File: config.mk
export PLATFORM = sky130hd
export DESIGN_NAME = multi_channel_echo_ranger_unit_flat
export DESIGN_NICKNAME = d
export VERILOG_FILES = /design/src/rtl/mer_pkg.sv /design/src/rtl/mer_in_if.sv /design/src/rtl/mer_out_if.sv /design/src/rtl/mer_cfg_if.sv /design/src/rtl/multi_channel_echo_ranger_unit.sv /design/src/rtl/mer_lane.sv /design/src/rtl/mer_merge.sv /design/src/flat_wrapper.sv
export SDC_FILE = /design/constraint.sdc
export NUM_CORES = 2
export LEC_CHECK = 0
export ABC_AREA = 1
export BUFFER_PORTS_ARGS = -buffer_cell sky130_fd_sc_hd__buf_2
export CELL_PAD_IN_SITES_DETAIL_PLACEMENT = 0
export CELL_PAD_IN_SITES_GLOBAL_PLACEMENT = 1
export CORE_ASPECT_RATIO = 1.25
export CORE_UTILIZATION = 45
export CTS_BUF_LIST = sky130_fd_sc_hd__clkbuf_16
export DETAILED_ROUTE_END_ITERATION = 6
export PLACE_DENSITY = 0.74
export SYNTH_ARGS = -nofsm -noshare
export SYNTH_HDL_FRONTEND = slang
export SYNTH_HIERARCHICAL = 1
export SYNTH_SLANG_ARGS = --single-unit
File: constraint.sdc
create_clock -name clk -period 5.5 [get_ports clk]
set_input_delay 0.825 -clock clk [delete_from_list [all_inputs] [get_ports clk]]
set_output_delay 0.825 -clock clk [all_outputs]
set_load 0.02 [all_outputs]
File: src/rtl/mer_pkg.sv
package mer_pkg;

  localparam int NUM_CHANNELS  = 5;
  localparam int TIMER_BITS    = 16;
  localparam int IN_TIMER_BITS = 16;
  localparam int SCALE_BITS    = 10;
  localparam int DIST_BITS     = 8;
  localparam int CFG_IDX_BITS  = 2;
  localparam int CFG_DATA_BITS = 10;

  localparam logic [CFG_IDX_BITS-1:0] CFG_SCALE = CFG_IDX_BITS'(0);
  localparam logic [CFG_IDX_BITS-1:0] CFG_LIMIT = CFG_IDX_BITS'(1);

  localparam logic [SCALE_BITS-1:0] SCALE_RESET = SCALE_BITS'(68);
  localparam logic [DIST_BITS-1:0]  LIMIT_RESET = DIST_BITS'(255);

  // threshold is (limit + 1) * divisor, below 2^18 for any 8-bit limit
  localparam int SCALE_DIV   = 1000;
  localparam int THRESH_BITS = 18;
  localparam logic [THRESH_BITS-1:0] THRESH_RESET = THRESH_BITS'(256 * SCALE_DIV);

  // floor(p / 1000) = (p * RECIP_MULT) >> RECIP_SHIFT, exact for p < 2^18
  localparam int RECIP_SHIFT = 28;
  localparam int RECIP_BITS  = 19;
  localparam logic [RECIP_BITS-1:0] RECIP_MULT = RECIP_BITS'(268436);

  localparam int FIFO_DEPTH = 4;

  typedef logic [DIST_BITS-1:0] dist_t;

  typedef struct packed {
    logic [SCALE_BITS-1:0]  scale;
    logic [DIST_BITS-1:0]   limit;
    logic [THRESH_BITS-1:0] thresh;
  } cfg_t;

  typedef struct packed {
    logic  done;
    dist_t distance;
  } lane_stat_t;

endpackage

File: src/rtl/mer_in_if.sv
interface mer_in_if;
  logic                                valid;
  logic                                ready;
  logic [mer_pkg::NUM_CHANNELS-1:0]    echo_levels;
  logic [mer_pkg::IN_TIMER_BITS-1:0]   timer_value;

  modport source (output valid, output echo_levels, output timer_value, input ready);
  modport sink   (input valid, input echo_levels, input timer_value, output ready);
endinterface

File: src/rtl/mer_out_if.sv
interface mer_out_if;
  logic           valid;
  logic           ready;
  mer_pkg::dist_t dist_ch1;
  mer_pkg::dist_t dist_ch2;
  mer_pkg::dist_t dist_ch3;
  mer_pkg::dist_t dist_ch4;
  mer_pkg::dist_t dist_ch5;

  modport source (output valid, output dist_ch1, output dist_ch2, output dist_ch3,
                  output dist_ch4, output dist_ch5, input ready);
  modport sink   (input valid, input dist_ch1, input dist_ch2, input dist_ch3,
                  input dist_ch4, input dist_ch5, output ready);
endinterface

File: src/rtl/mer_cfg_if.sv
interface mer_cfg_if;
  logic                                valid;
  logic                                ready;
  logic [mer_pkg::CFG_IDX_BITS-1:0]    index;
  logic [mer_pkg::CFG_DATA_BITS-1:0]   data;

  modport source (output valid, output index, output data, input ready);
  modport sink   (input valid, input index, input data, output ready);
endinterface

File: src/rtl/multi_channel_echo_ranger_unit.sv
// a result is offered once the poll that finds every channel finished is accepted and
// the result has passed the lane multiply stage, then the compare/reciprocal stage
// throughput: one poll per cycle; a finishing poll waits only while the four-entry
// result queue plus the results still in the lane pipes would be full
// reset (rst_n low, synchronous): all channels idle, queue empty, scale 68, limit 255
module multi_channel_echo_ranger_unit #(
  parameter int TIMER_BITS = mer_pkg::TIMER_BITS
) (
  input logic   clk,
  input logic   rst_n,
  mer_in_if.sink    in_ch,
  mer_out_if.source out_ch,
  mer_cfg_if.sink   cfg_ch
);

  logic                          in_accept;
  logic                          all_done;
  logic                          in_ready;
  logic [TIMER_BITS-1:0]         now;
  mer_pkg::cfg_t                 cfg_r;
  mer_pkg::lane_stat_t           stat [mer_pkg::NUM_CHANNELS];
  mer_pkg::dist_t                out_dist [mer_pkg::NUM_CHANNELS];

  assign cfg_ch.ready = 1'b1;

  always_ff @(posedge clk) begin
    if (!rst_n) begin
      cfg_r.scale  <= mer_pkg::SCALE_RESET;
      cfg_r.limit  <= mer_pkg::LIMIT_RESET;
      cfg_r.thresh <= mer_pkg::THRESH_RESET;
    end else if (cfg_ch.valid) begin
      if (cfg_ch.index == mer_pkg::CFG_SCALE) begin
        cfg_r.scale <= cfg_ch.data[mer_pkg::SCALE_BITS-1:0];
      end else if (cfg_ch.index == mer_pkg::CFG_LIMIT) begin
        cfg_r.limit  <= cfg_ch.data[mer_pkg::DIST_BITS-1:0];
        cfg_r.thresh <= mer_pkg::THRESH_BITS'(
                          (mer_pkg::THRESH_BITS'(cfg_ch.data[mer_pkg::DIST_BITS-1:0]) +
                           mer_pkg::THRESH_BITS'(1)) * mer_pkg::THRESH_BITS'(mer_pkg::SCALE_DIV));
      end
    end
  end

  assign now          = TIMER_BITS'(in_ch.timer_value);
  assign in_ch.ready  = in_ready;
  assign in_accept    = in_ch.valid && in_ready;

  for (genvar g = 0; g < mer_pkg::NUM_CHANNELS; g++) begin : g_lane
    mer_lane #(
      .TIMER_BITS (TIMER_BITS)
    ) u_lane (
      .clk    (clk),
      .rst_n  (rst_n),
      .accept (in_accept),
      .clear  (all_done),
      .level  (in_ch.echo_levels[g]),
      .now    (now),
      .cfg    (cfg_r),
      .stat   (stat[g])
    );
  end

  mer_merge u_merge (
    .clk       (clk),
    .rst_n     (rst_n),
    .in_valid  (in_ch.valid),
    .in_ready  (in_ready),
    .all_done  (all_done),
    .stat      (stat),
    .out_valid (out_ch.valid),
    .out_ready (out_ch.ready),
    .out_dist  (out_dist)
  );

  assign out_ch.dist_ch1 = out_dist[0];
  assign out_ch.dist_ch2 = out_dist[1];
  assign out_ch.dist_ch3 = out_dist[2];
  assign out_ch.dist_ch4 = out_dist[3];
  assign out_ch.dist_ch5 = out_dist[4];

endmodule

File: src/rtl/mer_lane.sv
module mer_lane #(
  parameter int TIMER_BITS = mer_pkg::TIMER_BITS
) (
  input  logic                   clk,
  input  logic                   rst_n,
  input  logic                   accept,
  input  logic                   clear,
  input  logic                   level,
  input  logic [TIMER_BITS-1:0]  now,
  input  mer_pkg::cfg_t          cfg,
  output mer_pkg::lane_stat_t    stat
);

  localparam int PROD_BITS  = TIMER_BITS + mer_pkg::SCALE_BITS;
  localparam int RPROD_BITS = mer_pkg::THRESH_BITS + mer_pkg::RECIP_BITS;

  logic                    timing_r, timing_nxt;
  logic                    done_r, done_nxt;
  logic [TIMER_BITS-1:0]   rise_r, rise_nxt;
  logic [TIMER_BITS-1:0]   width_r, width_nxt;
  logic                    timing_eff, done_eff;

  logic [PROD_BITS-1:0]    prod_r;
  logic [RPROD_BITS-1:0]   rprod;
  mer_pkg::dist_t          quot_r;
  logic                    sat_r;

  // a clearing poll still runs its edge detection on the cleared state
  always_comb begin
    timing_eff = timing_r & ~clear;
    done_eff   = done_r & ~clear;
    timing_nxt = timing_eff;
    done_nxt   = done_eff;
    rise_nxt   = rise_r;
    width_nxt  = width_r;
    if (!done_eff) begin
      if (level && !timing_eff) begin
        rise_nxt   = now;
        timing_nxt = 1'b1;
      end else if (!level && timing_eff) begin
        width_nxt = now - rise_r;
        done_nxt  = 1'b1;
      end
    end
  end

  always_ff @(posedge clk) begin
    if (!rst_n) begin
      timing_r <= 1'b0;
      done_r   <= 1'b0;
    end else if (accept) begin
      timing_r <= timing_nxt;
      done_r   <= done_nxt;
    end
  end

  always_ff @(posedge clk) begin
    if (accept) begin
      rise_r  <= rise_nxt;
      width_r <= width_nxt;
    end
  end

  // distance pipe: width * scale, then compare and reciprocal multiply
  assign rprod = prod_r[mer_pkg::THRESH_BITS-1:0] * mer_pkg::RECIP_MULT;

  always_ff @(posedge clk) begin
    prod_r <= PROD_BITS'(width_r) * PROD_BITS'(cfg.scale);
    sat_r  <= (prod_r >= PROD_BITS'(cfg.thresh));
    quot_r <= rprod[mer_pkg::RECIP_SHIFT +: mer_pkg::DIST_BITS];
  end

  assign stat.done     = done_r;
  assign stat.distance = sat_r ? cfg.limit : quot_r;

endmodule

File: src/rtl/mer_merge.sv
module mer_merge (
  input  logic                  clk,
  input  logic                  rst_n,
  input  logic                  in_valid,
  output logic                  in_ready,
  output logic                  all_done,
  input  mer_pkg::lane_stat_t   stat [mer_pkg::NUM_CHANNELS],
  output logic                  out_valid,
  input  logic                  out_ready,
  output mer_pkg::dist_t        out_dist [mer_pkg::NUM_CHANNELS]
);

  localparam int DEPTH = mer_pkg::FIFO_DEPTH;
  localparam int PTR_W = $clog2(DEPTH);
  localparam int CNT_W = $clog2(DEPTH + 3);

  logic [mer_pkg::NUM_CHANNELS-1:0] done_vec;
  logic                  v1_r, v2_r;
  logic                  emit, push, pop;
  logic [CNT_W-1:0]      count_r, occ;
  logic [PTR_W-1:0]      wr_ptr_r, rd_ptr_r;
  mer_pkg::dist_t        mem_r [DEPTH][mer_pkg::NUM_CHANNELS];

  always_comb begin
    for (int i = 0; i < mer_pkg::NUM_CHANNELS; i++) begin
      done_vec[i] = stat[i].done;
    end
  end

  assign all_done = &done_vec;

  // results still in the lane pipes hold a queue slot
  assign occ      = count_r + CNT_W'(v1_r) + CNT_W'(v2_r);
  assign in_ready = !all_done || (occ < CNT_W'(DEPTH));
  assign emit     = in_valid && in_ready && all_done;
  assign push     = v2_r;
  assign out_valid = (count_r != '0);
  assign pop      = out_valid && out_ready;

  always_ff @(posedge clk) begin
    if (!rst_n) begin
      v1_r     <= 1'b0;
      v2_r     <= 1'b0;
      count_r  <= '0;
      wr_ptr_r <= '0;
      rd_ptr_r <= '0;
    end else begin
      v1_r <= emit;
      v2_r <= v1_r;
      if (push) begin
        wr_ptr_r <= wr_ptr_r + PTR_W'(1);
      end
      if (pop) begin
        rd_ptr_r <= rd_ptr_r + PTR_W'(1);
      end
      count_r <= count_r + CNT_W'(push) - CNT_W'(pop);
    end
  end

  always_ff @(posedge clk) begin
    if (push) begin
      for (int i = 0; i < mer_pkg::NUM_CHANNELS; i++) begin
        mem_r[wr_ptr_r][i] <= stat[i].distance;
      end
    end
  end

  always_comb begin
    for (int i = 0; i < mer_pkg::NUM_CHANNELS; i++) begin
      out_dist[i] = mem_r[rd_ptr_r][i];
    end
  end

endmodule

File: src/flat_wrapper.sv
// flat-port wrapper written by rule: the top's interface ports become plain ports
module multi_channel_echo_ranger_unit_flat 
#(
  parameter int TIMER_BITS = mer_pkg::TIMER_BITS
)
  (clk, rst_n, in_ch_valid, in_ch_echo_levels, in_ch_timer_value, in_ch_ready, out_ch_valid, out_ch_dist_ch1, out_ch_dist_ch2, out_ch_dist_ch3, out_ch_dist_ch4, out_ch_dist_ch5, out_ch_ready, cfg_ch_valid, cfg_ch_index, cfg_ch_data, cfg_ch_ready);
  mer_in_if in_ch_i ();
  mer_out_if out_ch_i ();
  mer_cfg_if cfg_ch_i ();
  input logic clk;
  input logic rst_n;
  input wire logic [$bits(in_ch_i.valid)-1:0] in_ch_valid;
  input wire logic [$bits(in_ch_i.echo_levels)-1:0] in_ch_echo_levels;
  input wire logic [$bits(in_ch_i.timer_value)-1:0] in_ch_timer_value;
  output wire logic [$bits(in_ch_i.ready)-1:0] in_ch_ready;
  output wire logic [$bits(out_ch_i.valid)-1:0] out_ch_valid;
  output wire logic [$bits(out_ch_i.dist_ch1)-1:0] out_ch_dist_ch1;
  output wire logic [$bits(out_ch_i.dist_ch2)-1:0] out_ch_dist_ch2;
  output wire logic [$bits(out_ch_i.dist_ch3)-1:0] out_ch_dist_ch3;
  output wire logic [$bits(out_ch_i.dist_ch4)-1:0] out_ch_dist_ch4;
  output wire logic [$bits(out_ch_i.dist_ch5)-1:0] out_ch_dist_ch5;
  input wire logic [$bits(out_ch_i.ready)-1:0] out_ch_ready;
  input wire logic [$bits(cfg_ch_i.valid)-1:0] cfg_ch_valid;
  input wire logic [$bits(cfg_ch_i.index)-1:0] cfg_ch_index;
  input wire logic [$bits(cfg_ch_i.data)-1:0] cfg_ch_data;
  output wire logic [$bits(cfg_ch_i.ready)-1:0] cfg_ch_ready;
  assign in_ch_i.valid = in_ch_valid;
  assign in_ch_i.echo_levels = in_ch_echo_levels;
  assign in_ch_i.timer_value = in_ch_timer_value;
  assign in_ch_ready = in_ch_i.ready;
  assign out_ch_valid = out_ch_i.valid;
  assign out_ch_dist_ch1 = out_ch_i.dist_ch1;
  assign out_ch_dist_ch2 = out_ch_i.dist_ch2;
  assign out_ch_dist_ch3 = out_ch_i.dist_ch3;
  assign out_ch_dist_ch4 = out_ch_i.dist_ch4;
  assign out_ch_dist_ch5 = out_ch_i.dist_ch5;
  assign out_ch_i.ready = out_ch_ready;
  assign cfg_ch_i.valid = cfg_ch_valid;
  assign cfg_ch_i.index = cfg_ch_index;
  assign cfg_ch_i.data = cfg_ch_data;
  assign cfg_ch_ready = cfg_ch_i.ready;
  multi_channel_echo_ranger_unit #(.TIMER_BITS(TIMER_BITS)) u_core (.clk(clk), .rst_n(rst_n), .in_ch(in_ch_i), .out_ch(out_ch_i), .cfg_ch(cfg_ch_i));
endmodule
==> summary.md <==
| Metric | Value |
|---|---|
| Status | finished, final reports clean |
| WS Path Type | reg -> reg |
| GRT overflow | 0 |
| FFs w/ async S/R, synth | 0 |
| Largest net degree at the start of global routing | 82 |
| Yosys warnings | 6 |
| Multi-input gate area | 0.0518 mm^2 |
| Slowest stage cell on the critical path | dfxtp_2 |
| Crit path capture | u_core/g_lane[4].u_lane/prod_r[10]$_DFF_P_ |
| Cts bufs inserted | 68 |
| Clk buf depth | 3 |
| Setup-failing EPs final | 0 |
| Initial antenna violation count | 5 |
| Layout cells sized above 1 | 0.0557 |
| Overall Global Routing Usage | 0.231 |
| Worst Path Arrival | 5.71 ns |
| WL/cell | 16.4 um |
| Period utilization | 0.939 |
| CTS tree | built |
| Required @ worst endpoint | 6.04 ns |
| Synthesis-stage register bit count | 549 |
| R2r startpoint | u_core/cfg_r[33]$_SDFFE_PN0P_ |
| Worst setup EP type | register |
| Relative slew slack | 0.155 |
| Detailed Route WL | 195000 um |
| CP max FO | 51 |
| Cell breakdown of the critical path | buf_12, nand2_1, fa_1, fa_1, inv_1, fa_1, fa_1, inv_1, fa_1, inv_1, ha_1, nand2_1, o21ai_0, a21o_1, xor2_1 |
| Post-route ant nets | 0 |
| R2R depth | 15 |
| IO buf count | 79 |
| Share of the synthesized area in the top cell type | 0.212 |
| Setup Skew | 0.0294 ns |
| Setup ws final | 0.334 ns |
| Setup_tns | 0 ns |
| Slew Viols, Final | 0 |
| Placement Setup Slack | 0.296 ns |
| Critical path startpoint category | register |
| Vias in the first global route | 60500 |
| Average cell area after synthesis | 7.95 um^2 |
| Final hold viol count | 0 |
| Synth Cell Area | 0.0762 mm^2 |
| Hold Path Class | reg -> reg |
| Area growth syn-to-layout | 7.13% |
| Worst path bufs/invs | 4 |
| Clk root buf | clkbuf_16 |
| Initial Util | 0.454 |
| Die width | 370 um |
| FF-to-FF setup slack | 0.33 ns |
| Crit path largest cell delay | 0.63 ns |
| Iteration-0 DRC Markers | 3082 |
| DRC viols | 0 |
| R2R Path End | u_core/g_lane[4].u_lane/prod_r[10]$_DFF_P_ |
| Register area | 0.0142 mm^2 |
| Cells after Synth | 9587 |
| Commonest cells after routing, fill and taps aside | inv_1, nand2_1, ha_1 |
| Pre-Repair DR Iteration Count | 5 |
| Synth Flop Type | edfxtp_1 |
| Via count | 58900 |
| Max cap viols | 0 |
| Row count | 168 |
| Area leader, netlist | fa_1 |
| Global-route wire length before repair | 315000 um |
| Total Die Area | 0.171 mm^2 |
| Dpl hpwl | 160000 um |
| Worst-skew pair later-pin latency | 0.67 ns |
| CORE AREA | 0.168 mm^2 |
| RSZ-0062 raised after global routing | false |
| Die height | 462 um |
| Sequential share of the synthesized area | 0.186 |
| # IOs | 81 |
| Measured slew at the worst slew-check pin | 1.26 ns |
| Clock Sinks | 549 |
| Number of flops mapped to enable cells by yosys | 320 |
| Crit path max-delay family | adder cells |
| Synth unique cells | 68 |
| Commonest non-fill, non-tap cell in the layout | inv_1 |
| Vias per cell | 4.96 |
| Synth area leaders | fa_1, ha_1, edfxtp_1 |
| Tmin final | 5.17 ns |
| CP Launch Point | u_core/cfg_r[33]$_SDFFE_PN0P_ |
| Number of fill cells in the layout | 16600 |
| H-tree levels | 3 |
| RePlAce Congestion | 0.885 |
| Worst path most repeated cell | fa_1 |
| Clock-pin slew on the worst setup and hold paths | 0.06 ns |
| Final #Nets | 11700 |
| Max Freq | 194 MHz |
| Critical path depth | 15 |
## metal layers
metal  share of wire  global-route usage  wire length, um
met3           0.035              0.0232             6900
met1            0.45               0.299            88400
met4           0.023              0.0593             4420
met5         0.00016                   0               31
met2            0.49               0.410            94900
## worst reg2reg max path: stages, from the launching register on
cell	delay [ns]
dfxtp_2	0.63
buf_12	0.34
nand2_1	0.20
fa_1	0.51
fa_1	0.50
inv_1	0.06
fa_1	0.46
fa_1	0.49
inv_1	0.05
fa_1	0.47
inv_1	0.04
ha_1	0.33
nand2_1	0.14
o21ai_0	0.33
a21o_1	0.19
xor2_1	0.30
## final cells by class
type | count | area share
diodes | 4 | 0.000123
clock buffers | 72 | 0.0221
clock inverters | 52 | 0.00677
inverters | 2461 | 0.113
multi-input cells | 6366 | 0.634
flip-flops and latches | 549 | 0.174
well taps | 2210 | 0.0339
repair buffers | 175 | 0.0152
## flip-flops by register name, summed over array words and instances (netlist names), named ones only
register                       count
u_core/u_merge/mem_r             160
u_core/g_lane.u_lane/prod_r      130
u_core/g_lane.u_lane/rise_r       80
u_core/g_lane.u_lane/width_r      80
u_core/g_lane.u_lane/quot_r       40
u_core/cfg_r                      33
u_core/g_lane.u_lane/done_r        5
u_core/g_lane.u_lane/sat_r         5
u_core/g_lane.u_lane/timing_r      5
u_core/u_merge/count_r             3
u_core/u_merge/rd_ptr_r            2
u_core/u_merge/wr_ptr_r            2
u_core/u_merge/push                1
u_core/u_merge/v1_r                1
## logic make-up after synthesis
logic type,share of synthesized area
simple gates,0.180
xor+xnor,0.0177
flops,0.186
compound gates,0.0606
mux,0.00591
buf+inv,0.135
fa+ha+maj,0.415
other cells,0.0000986
## repair_timing
item / CTS / global route
hold buffers: 0 / 0
setup endpoints to repair: 0 / 6
gates resized for setup: 0 / 2
setup buffers: 0 / 2
## per-stage QoR
| step | instance area [um^2] | hold WS [ns] | utilization | instances |
|---|---|---|---|---|
| floorplan | 76300 | 0.407 | - | 9601 |
| global placement | 79200 | 0.421 | 0.472 | 11800 |
| detailed placement | 79200 | 0.421 | 0.472 | 11800 |
| CTS | 81600 | 0.410 | 0.486 | 11900 |
| global route | 81600 | 0.452 | 0.486 | 11900 |
| finish | 81600 | 0.431 | 0.486 | 11900 |
## synthesized netlist by cell type (all sizes together) (3+ instances only)
cell type and count:
ha 1233, clkbuf 187, xnor2 46, nor3 61
a31oi 10, mux2 40, o211ai 7, nor4 19
and3 4, nor2 530, xor2 107, nor3b 4
o22ai 40, dfxtp 229, nand4 84, fa 808
a21boi 10, a21o 42, and2 12, a21oi 388
inv 2457, o21ai 273, or2 15, a211oi 3
o221a 5, clkinv 4, o2111ai 4, nand3b 8
nand3 278, buf 38, edfxtp 320, o21bai 34
nand2 2281
## worst min path at each step
stage,endpoint,startpoint,slack [ns],cells past startpoint
finish,u_core/u_merge/push$_SDFF_PN0_,u_core/u_merge/v1_r$_SDFF_PN0_,0.43,2
global route,u_core/u_merge/v1_r$_SDFF_PN0_,in_ch_valid,0.45,3
CTS,u_core/cfg_r[25]$_SDFFE_PN1P_,cfg_ch_data[7],0.41,3
detailed placement,u_core/u_merge/push$_SDFF_PN0_,u_core/u_merge/v1_r$_SDFF_PN0_,0.42,2
global placement,u_core/u_merge/push$_SDFF_PN0_,u_core/u_merge/v1_r$_SDFF_PN0_,0.42,2
floorplan,u_core/u_merge/push$_SDFF_PN0_,u_core/u_merge/v1_r$_SDFF_PN0_,0.41,2
Power is not shown: default switching activity piles up to over one toggle a cycle in this logic, so the estimate is an artifact.
